[config.mk]
export PLATFORM = sky130hd
export DESIGN_NAME = m4inv_mul
export DESIGN_NICKNAME = d
export VERILOG_FILES = /design/src/rtl/m4inv_pkg.sv /design/src/rtl/m4inv_mul.sv
export SDC_FILE = /design/constraint.sdc
export NUM_CORES = 2
export LEC_CHECK = 0
export BUFFER_PORTS_ARGS = -buffer_cell sky130_fd_sc_hd__buf_2
export CORE_ASPECT_RATIO = 0.75
export CORE_MARGIN = 1
export CORE_UTILIZATION = 40
export CTS_CLUSTER_SIZE = 25
export DETAILED_ROUTE_END_ITERATION = 8
export MAX_ROUTING_LAYER = met4
export PLACE_DENSITY = 0.65
export SYNTH_ARGS = -nofsm -noshare
export SYNTH_HDL_FRONTEND = slang
export SYNTH_SLANG_ARGS = --single-unit
[constraint.sdc]
create_clock -name clk -period 11.4 [get_ports clk]
set_input_delay 0.57 -clock clk [delete_from_list [all_inputs] [get_ports clk]]
set_output_delay 0.57 -clock clk [all_outputs]
set_load 0.05 [all_outputs]
[src/rtl/m4inv_pkg.sv]
// m4inv_pkg: types, constants and helper functions for the 4x4 matrix inverse core.
// Used by every module under rtl/; depends on nothing.
`timescale 1ns / 1ps

package m4inv_pkg;

  localparam int WORD_WIDTH = 32;
  localparam int FRAC_BITS  = 16;
  localparam int EW         = (WORD_WIDTH < 32) ? WORD_WIDTH : 32;
  localparam int RECIP_BITS = 62;
  localparam int DIV_W      = 64;

  // sequencer step limits
  localparam int NUM_TERMS     = 6;
  localparam int COF_STEP_LAST = 4;
  localparam int DET_STEP_LAST = 8;
  localparam int OUT_STEP_LAST = 4;
  localparam int LAST_POS      = 15;

  typedef struct packed {
    logic [3:0]         elem_index;
    logic signed [31:0] elem_value;
    logic               last_element;
  } load_t;

  typedef struct packed {
    logic [3:0]         out_index;
    logic signed [31:0] out_value;
    logic               singular;
    logic               last_result;
  } result_t;

  typedef enum logic [3:0] {
    ST_IDLE,
    ST_COF,
    ST_COF_FIN,
    ST_DET,
    ST_DET_FIN,
    ST_RECIP,
    ST_DIV,
    ST_OUT_MUL,
    ST_OUT_FIN
  } state_t;

  typedef enum logic [1:0] {
    SH_0,
    SH_32,
    SH_64
  } acc_shift_t;

  typedef struct packed {
    logic       acc_en;
    logic       first;
    logic       neg;
    acc_shift_t shift;
  } mul_ctl_t;

  // column of the 3x3 minor used by row k of triple product t (a permutation)
  function automatic logic [1:0] perm_col(input logic [2:0] t, input logic [1:0] k);
    logic [5:0] p;
    case (t)
      3'd0:    p = {2'd0, 2'd1, 2'd2};
      3'd1:    p = {2'd0, 2'd2, 2'd1};
      3'd2:    p = {2'd1, 2'd0, 2'd2};
      3'd3:    p = {2'd1, 2'd2, 2'd0};
      3'd4:    p = {2'd2, 2'd0, 2'd1};
      3'd5:    p = {2'd2, 2'd1, 2'd0};
      default: p = '0;
    endcase
    case (k)
      2'd0:    return p[5:4];
      2'd1:    return p[3:2];
      default: return p[1:0];
    endcase
  endfunction

  // odd permutations carry a minus sign
  function automatic logic perm_neg(input logic [2:0] t);
    return (t == 3'd1) || (t == 3'd2) || (t == 3'd5);
  endfunction

  // n-th member of {0,1,2,3} with excl removed
  function automatic logic [1:0] skip_one(input logic [1:0] n, input logic [1:0] excl);
    return (n >= excl) ? 2'(n + 2'd1) : n;
  endfunction

  function automatic logic signed [32:0] sx33(input logic signed [EW-1:0] v);
    return 33'(v);
  endfunction

  // floor(a / 2^s + 1/2), saturated to n signed bits, returned sign-extended to 64
  function automatic logic signed [63:0] rnd_sat(input logic signed [127:0] a,
                                                 input int unsigned s,
                                                 input int unsigned n);
    logic signed [127:0] sum;
    logic signed [127:0] sh;
    logic signed [127:0] top;
    sum = a + (128'sd1 <<< (s - 1));
    sh  = sum >>> s;
    top = sh >>> (n - 1);
    if (top == '0 || top == '1) begin
      return sh[63:0];
    end else if (sh[127]) begin
      return {64{1'b1}} << (n - 1);
    end else begin
      return (64'd1 << (n - 1)) - 64'd1;
    end
  endfunction

endpackage

[src/rtl/m4inv_mul.sv]
// m4inv_mul: shared 33x33 signed multiplier with registered product.
// Carries the accumulate control alongside the product; uses m4inv_pkg.
`timescale 1ns / 1ps

module m4inv_mul (
  input  logic                   clk,
  input  logic                   rst,
  input  logic signed [32:0]     a,
  input  logic signed [32:0]     b,
  input  m4inv_pkg::mul_ctl_t    ctl,
  output logic signed [65:0]     prod,
  output m4inv_pkg::mul_ctl_t    prod_ctl
);

  logic signed [65:0] prod_next;

  assign prod_next = a * b;

  always_ff @(posedge clk) begin
    prod <= prod_next;
  end

  always_ff @(posedge clk) begin
    if (rst) begin
      prod_ctl <= '0;
    end else begin
      prod_ctl <= ctl;
    end
  end

endmodule

Word-level counts from Yosys, hierarchy flattened
Cells that the tools add are included.
Operators by class
  $mul: 1
Operators with widths (count)
  multiplier 33 x 33 -> 66 bit: 1
Storage, ports and cells
  output and inout port bits: 71
  logic and storage cells: 6
  register bits: 71

Longest topological paths before layout
  depth after elaboration: 1
  gate-level depth with buffers: 29

Worst setup path after synthesis
OpenSTA, ideal clock, no wires.
  path kind: input-to-reg
  from: input port a[32]
  to: register prod[65]
  required time: 11328 ps
  arrival: 7719 ps
  path slack: 3609 ps
  path buffers: 2
  library setup time: 72 ps
  stages: 22
  path through: clkbuf_1 nand2_1 inv_1 fa_1 fa_1 fa_1 fa_1 fa_1 fa_1 fa_1 inv_1 fa_1 inv_1 ha_1 clkbuf_1 a21o_1 a21o_1 a221o_1 a31oi_2 o211ai_1 o41ai_2 xnor2_1
Between the ends
  word-level cells in the longest chain between the ends: 1
Ends and longest elaborated chain
  from (decl): line m4inv_mul.sv:8  | input logic signed [32:0] a,
  multiplier 33 x 33 -> 66 bit: line m4inv_mul.sv:17  | assign prod_next = a * b;
  net prod_next[65]: line m4inv_mul.sv:15  | logic signed [65:0] prod_next;
  to (signal assigned): line m4inv_mul.sv:20  | prod <= prod_next;
  to (decl): line m4inv_mul.sv:11  | output logic signed [65:0] prod,
The timed path passes the listed nets, and every way through them passes these cells.
A chain may end at the register's enable or synchronous reset.

Final worst setup path
  from: input port a[18]
  to: register prod[65]
The elaborated chain is that of the path after synthesis.

==> summary.json <==
{
  "final_util": 0.426,
  "grt_pass1_wl_um": 186000,
  "number_of_max_capacitance_violations_reported": 0,
  "route.final.wire_length_um": 114000,
  "rows": 100,
  "synth.area.top_cells": "sky130_fd_sc_hd__fa_1 57%, sky130_fd_sc_hd__inv_1 11%, sky130_fd_sc_hd__and2_1 8.7%, sky130_fd_sc_hd__ha_1 6.7%, sky130_fd_sc_hd__nand2_1 5.0%",
  "violations": "DRC",
  "status": "finished, violations left",
  "starting_utilization_of_the_core_area": 0.406,
  "period_minus_slack_ns": 8.39,
  "clock_tree_from_tritoncts": "yes",
  "layout_common_cells": "1,145 x sky130_fd_sc_hd__fa_1, 1,133 x sky130_fd_sc_hd__inv_1, 562 x sky130_fd_sc_hd__and2_1",
  "gp_congestion": 0.955,
  "fp.dieH_um": 278,
  "syn2layout_area_growth_pct": 4.84,
  "register_bit_count_reported_by_yosys": 71,
  "grt_util_all_layers": 0.246,
  "critical_path.startpoint": "a[18]",
  "layout_commonest_cell": "sky130_fd_sc_hd__fa_1",
  "hold_viol": 0,
  "dp.cells": 5571,
  "timing.max_slew.rel_slack": 0.246,
  "wl_per_cell_um": 20.5,
  "maxSlewViolCount": 0,
  "cts_hold_repair.buffers": 0,
  "routed-via-count": 27888,
  "final_routed_drc_violation_total": 6,
  "origin_of_the_worst_min_delay_path": "ctl[0]",
  "yosys.area.top_type": "sky130_fd_sc_hd__fa_1",
  "multi_input_area_sq_mm": 0.0340,
  "min-delay-path-class": "input pin to register",
  "post_cts_resize_count": 0,
  "rsz0062_at_grt": "no",
  "hold_depth": 2,
  "grt_antenna_before_repair": 9,
  "post-cts-setup-buffers": 0,
  "post_layout_nonfiller_instances": 5594,
  "floorplan.core_area_sq_mm": 0.0997,
  "yosys_warnings": 0,
  "timing.setup.tns_ns": 0,
  "clkSlewWorstSetupHoldPaths_ns": 0.06,
  "count_of_flip_flops_with_a_built_in_enable_after_synthesis": 0,
  "path_class": "input pin to register",
  "first_global_vias": 30469,
  "design.portCount": 144,
  "fill_cells": 9704,
  "pin_count_of_the_biggest_net_entering_global_routing": 34,
  "die_footprint_sq_mm": 0.103,
  "cts_sinks": 71,
  "netlist.area_leader.share": 0.566,
  "htree_num_levels": 3,
  "buffer_ports.inserted": 143,
  "async_flop_share": 0,
  "detail-route-antenna-nets": 0,
  "worstSetupEndpointType": "register",
  "post_route_cells_drive_above_1_share": 0.0453,
  "synth_area_per_cell_sq_um": 9.39,
  "cts-root-to-sink-buffers": 2,
  "cts-root-buf": "sky130_fd_sc_hd__clkbuf_16",
  "max_freq_mhz": 119,
  "overflow": 0,
  "timing.final.ws_setup_ns": 3.01,
  "unique_cell_type_count_in_the_yosys_netlist": 61,
  "critical_path_required_ns": 11.65,
  "tritoncts.num_buffers": 9,
  "tightestPinTransition_ns": 1.13,
  "synth_fp_nets": 5747,
  "mappedNetlistArea_sq_mm": 0.0405,
  "timing.critical_path.from_type": "input pin",
  "drtIter0Drc": 2220,
  "die_width_um": 369,
  "number_of_detailed_route_iterations_in_the_first_pass": 8,
  "setup_viol_count_final": 0,
  "period_share": 0.736,
  "path_max_fanout": 33,
  "pre_cts_ws_ns": 2.70,
  "route.detailed.vias_per_inst": 4.99,
  "layout.nets": 5691,
  "layout.area.seq_sq_mm": 0.00142,
  "worstPathArrival_ns": 8.65,
  "syn-instance-count": 4312,
  "place.detailed.hpwl_um": 93900,
  "synth_seq_area_share": 0.0351,
  "postSynth.topFlopCell": "sky130_fd_sc_hd__dfxtp_1"
}
cells in the mapped netlist, types with 8 or more instances:
cell type and n:
sky130_fd_sc_hd__a21o_1 28, sky130_fd_sc_hd__a21oi_1 73, sky130_fd_sc_hd__a31oi_1 9, sky130_fd_sc_hd__and2_1 562, sky130_fd_sc_hd__clkbuf_1 220, sky130_fd_sc_hd__dfxtp_1 71, sky130_fd_sc_hd__fa_1 1145, sky130_fd_sc_hd__ha_1 217
sky130_fd_sc_hd__inv_1 1133, sky130_fd_sc_hd__nand2_1 543, sky130_fd_sc_hd__nand2b_1 9, sky130_fd_sc_hd__nand3_1 18, sky130_fd_sc_hd__nand4_1 9, sky130_fd_sc_hd__nor2_1 47, sky130_fd_sc_hd__nor2b_1 8, sky130_fd_sc_hd__o21ai_0 37
sky130_fd_sc_hd__o21bai_1 8, sky130_fd_sc_hd__xnor2_1 55, sky130_fd_sc_hd__xor2_1 20
worst max-delay path, cell delays in order:
cell	delay, ns
sky130_fd_sc_hd__buf_2	0.67
sky130_fd_sc_hd__nand2_1	0.18
sky130_fd_sc_hd__fa_1	0.52
sky130_fd_sc_hd__fa_1	0.52
sky130_fd_sc_hd__inv_1	0.05
sky130_fd_sc_hd__fa_1	0.49
sky130_fd_sc_hd__inv_1	0.06
sky130_fd_sc_hd__fa_1	0.45
sky130_fd_sc_hd__fa_1	0.55
sky130_fd_sc_hd__inv_1	0.06
sky130_fd_sc_hd__fa_1	0.52
sky130_fd_sc_hd__fa_1	0.56
sky130_fd_sc_hd__inv_1	0.07
sky130_fd_sc_hd__fa_1	0.57
sky130_fd_sc_hd__inv_1	0.07
sky130_fd_sc_hd__ha_1	0.41
sky130_fd_sc_hd__and4_1	0.25
sky130_fd_sc_hd__and2_1	0.20
sky130_fd_sc_hd__and4_1	0.23
sky130_fd_sc_hd__a211oi_2	0.13
sky130_fd_sc_hd__o31ai_2	0.65
sky130_fd_sc_hd__a31oi_2	0.30
sky130_fd_sc_hd__o211ai_1	0.31
sky130_fd_sc_hd__o41ai_2	0.10
sky130_fd_sc_hd__xnor2_1	0.12
final timing paths:
path,slack (ns),endpoint
max,3.01,prod[65]
min,0.41,prod_ctl[0]
registers in the layout (all words and copies together) (netlist names):
signal,count
prod,66
prod_ctl,5
metal layers:
layer | track usage | share of wire
met3 | 0.118 | 0.16
met2 | 0.297 | 0.37
met4 | 0.0333 | 0.011
met1 | 0.368 | 0.47
met5 | - | 0
metrics by stage:
stage | hold slack, ns | area [sq um]
after floorplan | 0.642 | 40500
after global placement | 0.779 | 42100
after detailed placement | 0.790 | 42100
after CTS | 0.399 | 42400
after global routing | 0.409 | 42500
final | 0.414 | 42500
area by class of cell:
| class | instances | share of cell area |
|---|---|---|
| timing repair buffer | 154 | 0.0188 |
| sequential | 71 | 0.0335 |
| inverter | 1133 | 0.100 |
| antenna | 7 | 0.000413 |
| clock inverter | 7 | 0.00227 |
| multi-input combinational | 2887 | 0.800 |
| clock buffer | 9 | 0.00530 |
| tap | 1326 | 0.0391 |
cells by family after synthesis:
| logic type | after synthesis | synth area share |
|---|---|---|
| adders and majority gates | 1362 | 0.633 |
| buffers and inverters | 1354 | 0.126 |
| and+or+nand+nor | 1233 | 0.154 |
| AOI/OAI and AO/OA | 217 | 0.0359 |
| xor gates and xnor gates | 75 | 0.0162 |
| DFF | 71 | 0.0351 |
Power is not shown: default switching activity piles up to over one toggle a cycle in this logic, so the estimate is an artifact.
