$ cat config.mk
export PLATFORM = sky130hd
export DESIGN_NAME = m4inv_div
export DESIGN_NICKNAME = d
export VERILOG_FILES = /design/src/rtl/m4inv_pkg.sv /design/src/rtl/m4inv_div.sv
export SDC_FILE = /design/constraint.sdc
export NUM_CORES = 1
export LEC_CHECK = 0
export ABC_CLOCK_PERIOD_IN_PS = 4520
export BUFFER_PORTS_ARGS = -buffer_cell sky130_fd_sc_hd__buf_2
export CORE_MARGIN = 2
export CORE_UTILIZATION = 25
export CTS_CLUSTER_DIAMETER = 60
export DETAILED_ROUTE_END_ITERATION = 10
export HOLD_SLACK_MARGIN = 0.06
export PLACE_DENSITY_LB_ADDON = 0.08
export RECOVER_POWER = 25
export SLEW_MARGIN = 0
export SYNTH_ARGS = -nofsm -noshare
export SYNTH_HDL_FRONTEND = slang
export SYNTH_SLANG_ARGS = --single-unit
$ cat constraint.sdc
create_clock -name clk -period 4.52 [get_ports clk]
set_input_delay 0.904 -clock clk [delete_from_list [all_inputs] [get_ports clk]]
set_output_delay 0.904 -clock clk [all_outputs]
set_load 0.02 [all_outputs]
$ cat src/rtl/m4inv_pkg.sv
// m4inv_pkg: types, constants and helper functions for the 4x4 matrix inverse core.
// Used by every module under rtl/; depends on nothing.
`timescale 1ns / 1ps

package m4inv_pkg;

  localparam int WORD_WIDTH = 32;
  localparam int FRAC_BITS  = 16;
  localparam int EW         = (WORD_WIDTH < 32) ? WORD_WIDTH : 32;
  localparam int RECIP_BITS = 62;
  localparam int DIV_W      = 64;

  // sequencer step limits
  localparam int NUM_TERMS     = 6;
  localparam int COF_STEP_LAST = 4;
  localparam int DET_STEP_LAST = 8;
  localparam int OUT_STEP_LAST = 4;
  localparam int LAST_POS      = 15;

  typedef struct packed {
    logic [3:0]         elem_index;
    logic signed [31:0] elem_value;
    logic               last_element;
  } load_t;

  typedef struct packed {
    logic [3:0]         out_index;
    logic signed [31:0] out_value;
    logic               singular;
    logic               last_result;
  } result_t;

  typedef enum logic [3:0] {
    ST_IDLE,
    ST_COF,
    ST_COF_FIN,
    ST_DET,
    ST_DET_FIN,
    ST_RECIP,
    ST_DIV,
    ST_OUT_MUL,
    ST_OUT_FIN
  } state_t;

  typedef enum logic [1:0] {
    SH_0,
    SH_32,
    SH_64
  } acc_shift_t;

  typedef struct packed {
    logic       acc_en;
    logic       first;
    logic       neg;
    acc_shift_t shift;
  } mul_ctl_t;

  // column of the 3x3 minor used by row k of triple product t (a permutation)
  function automatic logic [1:0] perm_col(input logic [2:0] t, input logic [1:0] k);
    logic [5:0] p;
    case (t)
      3'd0:    p = {2'd0, 2'd1, 2'd2};
      3'd1:    p = {2'd0, 2'd2, 2'd1};
      3'd2:    p = {2'd1, 2'd0, 2'd2};
      3'd3:    p = {2'd1, 2'd2, 2'd0};
      3'd4:    p = {2'd2, 2'd0, 2'd1};
      3'd5:    p = {2'd2, 2'd1, 2'd0};
      default: p = '0;
    endcase
    case (k)
      2'd0:    return p[5:4];
      2'd1:    return p[3:2];
      default: return p[1:0];
    endcase
  endfunction

  // odd permutations carry a minus sign
  function automatic logic perm_neg(input logic [2:0] t);
    return (t == 3'd1) || (t == 3'd2) || (t == 3'd5);
  endfunction

  // n-th member of {0,1,2,3} with excl removed
  function automatic logic [1:0] skip_one(input logic [1:0] n, input logic [1:0] excl);
    return (n >= excl) ? 2'(n + 2'd1) : n;
  endfunction

  function automatic logic signed [32:0] sx33(input logic signed [EW-1:0] v);
    return 33'(v);
  endfunction

  // floor(a / 2^s + 1/2), saturated to n signed bits, returned sign-extended to 64
  function automatic logic signed [63:0] rnd_sat(input logic signed [127:0] a,
                                                 input int unsigned s,
                                                 input int unsigned n);
    logic signed [127:0] sum;
    logic signed [127:0] sh;
    logic signed [127:0] top;
    sum = a + (128'sd1 <<< (s - 1));
    sh  = sum >>> s;
    top = sh >>> (n - 1);
    if (top == '0 || top == '1) begin
      return sh[63:0];
    end else if (sh[127]) begin
      return {64{1'b1}} << (n - 1);
    end else begin
      return (64'd1 << (n - 1)) - 64'd1;
    end
  endfunction

endpackage

$ cat src/rtl/m4inv_div.sv
// m4inv_div: unsigned restoring divider, one quotient bit per cycle.
// Uses m4inv_pkg for the word width.
`timescale 1ns / 1ps

module m4inv_div (
  input  logic                         clk,
  input  logic                         rst,
  input  logic                         start,
  input  logic [m4inv_pkg::DIV_W-1:0]  num,
  input  logic [m4inv_pkg::DIV_W-1:0]  den,
  output logic                         busy,
  output logic                         done,
  output logic [m4inv_pkg::DIV_W-1:0]  quot
);

  localparam int W  = m4inv_pkg::DIV_W;
  localparam int CW = $clog2(W);

  logic [W-1:0]  rem;
  logic [CW-1:0] cnt;
  logic [W:0]    rem_sh;
  logic [W+1:0]  diff;

  assign rem_sh = {rem, quot[W-1]};
  assign diff   = {1'b0, rem_sh} - {2'b00, den};

  always_ff @(posedge clk) begin
    if (rst) begin
      busy <= 1'b0;
      done <= 1'b0;
      cnt  <= '0;
    end else begin
      done <= 1'b0;
      if (start) begin
        busy <= 1'b1;
        cnt  <= '0;
      end else if (busy) begin
        cnt <= cnt + CW'(1);
        if (cnt == CW'(W - 1)) begin
          busy <= 1'b0;
          done <= 1'b1;
        end
      end
    end
  end

  always_ff @(posedge clk) begin
    if (start) begin
      rem  <= '0;
      quot <= num;
    end else if (busy) begin
      if (!diff[W+1]) begin
        rem  <= diff[W-1:0];
        quot <= {quot[W-2:0], 1'b1};
      end else begin
        rem  <= rem_sh[W-1:0];
        quot <= {quot[W-2:0], 1'b0};
      end
    end
  end

endmodule

# Yosys cells after proc, flatten, opt, wreduce, memory -nomap -nowiden
# Cells that the tools add are included.
dict set report totals {
  ff_bits 136
  wordCells 20
  inputBits 131
  out_inout_bits 66
}
dict set report classes {
  eq_ne 1
  n_mux 8
  n_reduce_logical 3
  bitwise 1
  addsub 2
}
# op count
set op_table {}
lappend op_table {{64-bit 2-to-1 mux} 3}
lappend op_table {{65-bit by 64-bit subtractor with 66-bit output} 1}
lappend op_table {{6-bit by 1-bit adder with 6-bit output, second input constant} 1}
lappend op_table {{6-bit == test, second input constant} 1}
lappend op_table {{1-bit 2-to-1 mux} 5}
lappend op_table {{3-bit OR reduction} 1}
lappend op_table {{2-bit nonzero test} 1}
lappend op_table {{2-bit OR reduction} 1}
lappend op_table {{1-bit NOT} 1}

# Longest topological paths before layout
dict set report depth {
  ltp_word 4
  depth_mapped 16
  depth_no_buf 15
}

# Worst setup path after synthesis
# No wires, ideal clock.
dict set report synth_path {
  path_type {input -> register}
  startpoint {in den[0] (netlist name)}
  endpoint {reg rem[56]}
  arrival_ps 3570
  required_ps 4429
  n_path_buf 0
  path_stages 14
  path_slack_ps 859
  setup_time_ps 91
  path_cell_list {ha_1 -> inv_1 -> fa_1 -> a211oi_1 -> o21bai_1 -> a31oi_2 -> nand2_4 -> a31oi_4 -> or3_4 -> a31oi_1 -> a211o_2 -> nand4_1 -> mux2_1 -> a311oi_1}
}
dict set report synth_via {
  elab_chain_cells 2
}
# item line
set synth_lines {}
lappend synth_lines {{start: declaration} m4inv_div.sv:10} ;# input logic [m4inv_pkg::DIV_W-1:0] den,
lappend synth_lines {{65-bit by 64-bit subtractor with 66-bit output} m4inv_div.sv:25} ;# assign diff = {1'b0, rem_sh} - {2'b00, den};
lappend synth_lines {{64-bit 2-to-1 mux} m4inv_div.sv:52} ;# if (!diff[W+1]) begin
lappend synth_lines {{end signal: assignment} m4inv_div.sv:53} ;# rem <= diff[W-1:0];
lappend synth_lines {{end signal: assignment} m4inv_div.sv:56} ;# rem <= rem_sh[W-1:0];
lappend synth_lines {{end: declaration} m4inv_div.sv:19} ;# logic [W-1:0] rem;
# Every way passes these cells.
# A chain may end at the register's enable or synchronous reset.

# Final worst setup path
dict set report layout_path {
  startpoint {in den[6] (netlist name)}
  endpoint {reg rem[56]}
}
# Same word-level chain as after synthesis.

==> results.py <==
metrics = {
    "status": {
        "status": "complete, but fails checks",
        "violations": "capacitance limit, slew limit",
    },
    "placed_design": {
        "dpl.hpwl_um": 23600,
        "port_buffers": 196,
        "place_area_um2": 11300,
        "place_inst": 1812,
        "gp_congestion": 0.793,
        "dp_slack_ns": 0.169,
    },
    "critical_path": {
        "reg2reg_to": "rem[62]",
        "worstSetupStartpointType": "primary input",
        "worstSetupPathType": "in2reg",
        "cp.arrival_ns": 4.13,
        "crit_fanout": 15,
        "r2r_setup_slack_ns": 0.76,
        "r2r_cells": 14,
        "r2r_start": "quot[63]",
        "worstPathRequired_ns": 4.80,
        "crit_path_end_kind": "flip-flop",
    },
    "pwr": {
        "leakage_nw": 5.07,
        "power_density_nw_per_um2": 356,
        "p_switching_mw": 1.52,
        "internal_power_mw": 2.71,
        "ir_drop_mv": 0.270,
        "p_comb_share_pct": 29.9,
        "p_seq_share_pct": 35.4,
        "pwr-share-clk_pct": 34.6,
        "netSwitchingFraction_pct": 35.9,
    },
    "yosys": {
        "yosysUniqueCellTypes": 78,
        "synth_edf_count": 64,
        "syn_inst": 1147,
        "yosys_warnings": 0,
        "ys_seq_area_share_pct": 34.0,
        "synthArstFlopShare_pct": 0,
        "synthFlopType": "dfxtp_1",
        "syn_nets": 1344,
        "post_synth.cell_area_avg_um2": 8.63,
        "ys_seq_elements": 136,
        "synth_area_um2": 9890,
    },
    "worst_hold_path": {
        "holdPathStages": 2,
        "hp-start": "rem[58]",
        "hold_class": "reg2reg",
        "holdPathEnd": "rem[58]",
    },
    "global_route": {
        "antenna_found_initial": 2,
        "grt_max_degree": 108,
        "grt-ovfl-total": 0,
        "grt_pass1_vias": 8925,
        "grt_first_pass_wirelength_um": 49400,
        "track_usage_pct": 15.3,
    },
    "clock_network": {
        "clk_latency_ns": 0.46,
        "postCtsHoldBufs": 0,
        "cts_tree": "built",
        "cts_buffers": 17,
        "ctsResizeCount": 0,
        "path_clk_slew_ns": 0.07,
        "cts_max_level": 4,
        "postCtsSetupBuffers": 0,
        "root_buffer": "clkbuf_16",
        "clock_path_buffers": 2,
        "clkSinkCount": 136,
    },
    "die": {
        "die_h_um": 203,
        "rows": 72,
        "io_pins": 197,
        "die_w_um": 203,
        "initial_core_util_pct": 25.5,
        "core_area_um2": 38800,
        "dieArea_um2": 41200,
    },
    "detailed_routing": {
        "avgRoutedWirePerCell_um": 16.9,
        "viasPerCell": 4.73,
        "dr.first_iter.drc_count": 488,
        "drc": 0,
        "vias": 8723,
        "drtPass1Iterations": 4,
        "wirelength_um": 31100,
        "ant_nets": 0,
    },
    "layout": {
        "nets": 1510,
        "fin_area_um2": 11900,
        "final_cell_mix": "nand2_1, buf_2, nor2_1",
        "drive_gt1_share_pct": 23.2,
        "synthToLayoutAreaGrowth_pct": 20.3,
        "final_cells": 1845,
        "mostFrequentLayoutCell": "nand2_1",
    },
    "sta": {
        "fin_skew_ns": 0.00780,
        "slew_headroom_pct": -35.3,
        "setup_slack_ns": 0.666,
        "hold_viol": 0,
        "rsz0062_at_grt": "no",
        "slew_violations": 39,
        "fin_setup_tns_ns": 0,
        "fin_crit_ns": 3.85,
        "fin_crit_sh_pct": 85.3,
        "worst_slew_pin_slew_ns": 2.03,
        "setup_viol": 0,
        "timing.fmax_mhz": 259,
    },
    "flow_run": {
        "cap_violations": 1,
    },
}
-- final cells by class --
type	instances	area, um2
antenna	1	2.50
sequential	136	3370
clock buffer	17	425
timing repair buffer	215	1130
tap	518	648
multi-input combinational	860	5840
clock inverter	15	170
inverter	83	312
fill	4219	26900
-- critical path, cell delays in order --
cell and delay (ns):
buf_2 0.08, inv_1 0.04, ha_1 0.38, a2111oi_1 0.53
a21oi_1 0.11, o21ai_2 0.13, o41ai_2 0.16, o21ai_2 0.22
a21oi_4 0.12, a211oi_4 0.41, o21ba_2 0.54, buf_12 0.20
nand2b_1 0.06, a31oi_1 0.16, a311oi_1 0.07
-- cell families (layout without fill, tap and decap cells) --
logic type	Yosys count	after routing	synth area share, %
other	0	1	0
AOI/OAI and AO/OA	309	309	21.7
buffers and inverters	151	330	7.11
DFF	136	136	34.0
xor gates and xnor gates	57	57	5.05
and+or+nand+nor	357	357	15.8
muxes	71	71	8.00
adders and majority gates	66	66	8.42
-- metal layers --
metal | vias to the layer above | part of all wire [%] | track usage [%]
met1 | 4089 | 50 | 21.1
li1 | 4460 | - | -
met2 | 157 | 45 | 24.0
met5 | - | 0.032 | 0
met4 | 2 | 0.94 | 3.83
met3 | 15 | 4.2 | 3.87
-- Yosys cell counts, types with 4 or more instances --
library cell	instances	share of area, %
a311oi_1	50	4.4
xor2_1	27	2.4
buf_2	11	0.56
o211ai_1	8	0.61
or3_1	5	0.32
nand4_1	26	1.6
o21ai_1	4	0.20
a21oi_1	79	4.0
clkbuf_1	40	1.5
mux2_2	64	7.3
nor2_1	107	4.1
a211oi_1	10	0.76
buf_6	10	1.1
mux2i_1	6	0.61
and3_1	5	0.32
a221oi_1	4	0.35
edfxtp_1	64	19
nor3_1	13	0.66
xnor2_1	30	2.7
o21ai_0	50	2.5
inv_1	83	3.1
o21a_1	9	0.68
nand2_1	168	6.4
a21o_1	33	2.5
nand3_1	7	0.35
dfxtp_1	72	15
ha_1	65	8.2
a31oi_1	10	0.63
o21bai_1	20	1.5
-- flip-flops by register name (all words and copies together) (netlist names) --
register  count
rem          64
quot         64
busy          1
done          1
cnt           6
-- stage by stage --
stage                     util (%)  hold slack [ns]  total power [mW]
final                         30.6            0.490              4.23
after global routing          30.6            0.515              4.50
after CTS                     30.7            0.492              4.32
after detailed placement      29.2            0.484              2.81
after global placement        29.2            0.472              2.82
after floorplan                  -            0.441              2.43
-- power by group through the flow --
stage	Clock [mW]	Combinational, mW	Sequential (mW)
2_1_floorplan	0	0.845	1.58
3_3_place_gp	0	1.30	1.53
3_5_place_dp	0	1.29	1.53
4_1_cts	1.52	1.29	1.50
5_1_grt	1.57	1.41	1.52
6_report	1.46	1.27	1.50
-- how the worst max path moves through the flow --
stage               startpoint  endpoint  depth (start not counted)
floorplan               den[0]   rem[56]                         14
global placement        den[6]   rem[56]                         15
detailed placement      den[6]   rem[56]                         15
CTS                     den[6]   rem[56]                         15
global route            den[6]   rem[15]                         14
finish                  den[6]   rem[56]                         15
Power figures use the tool's default switching activity.
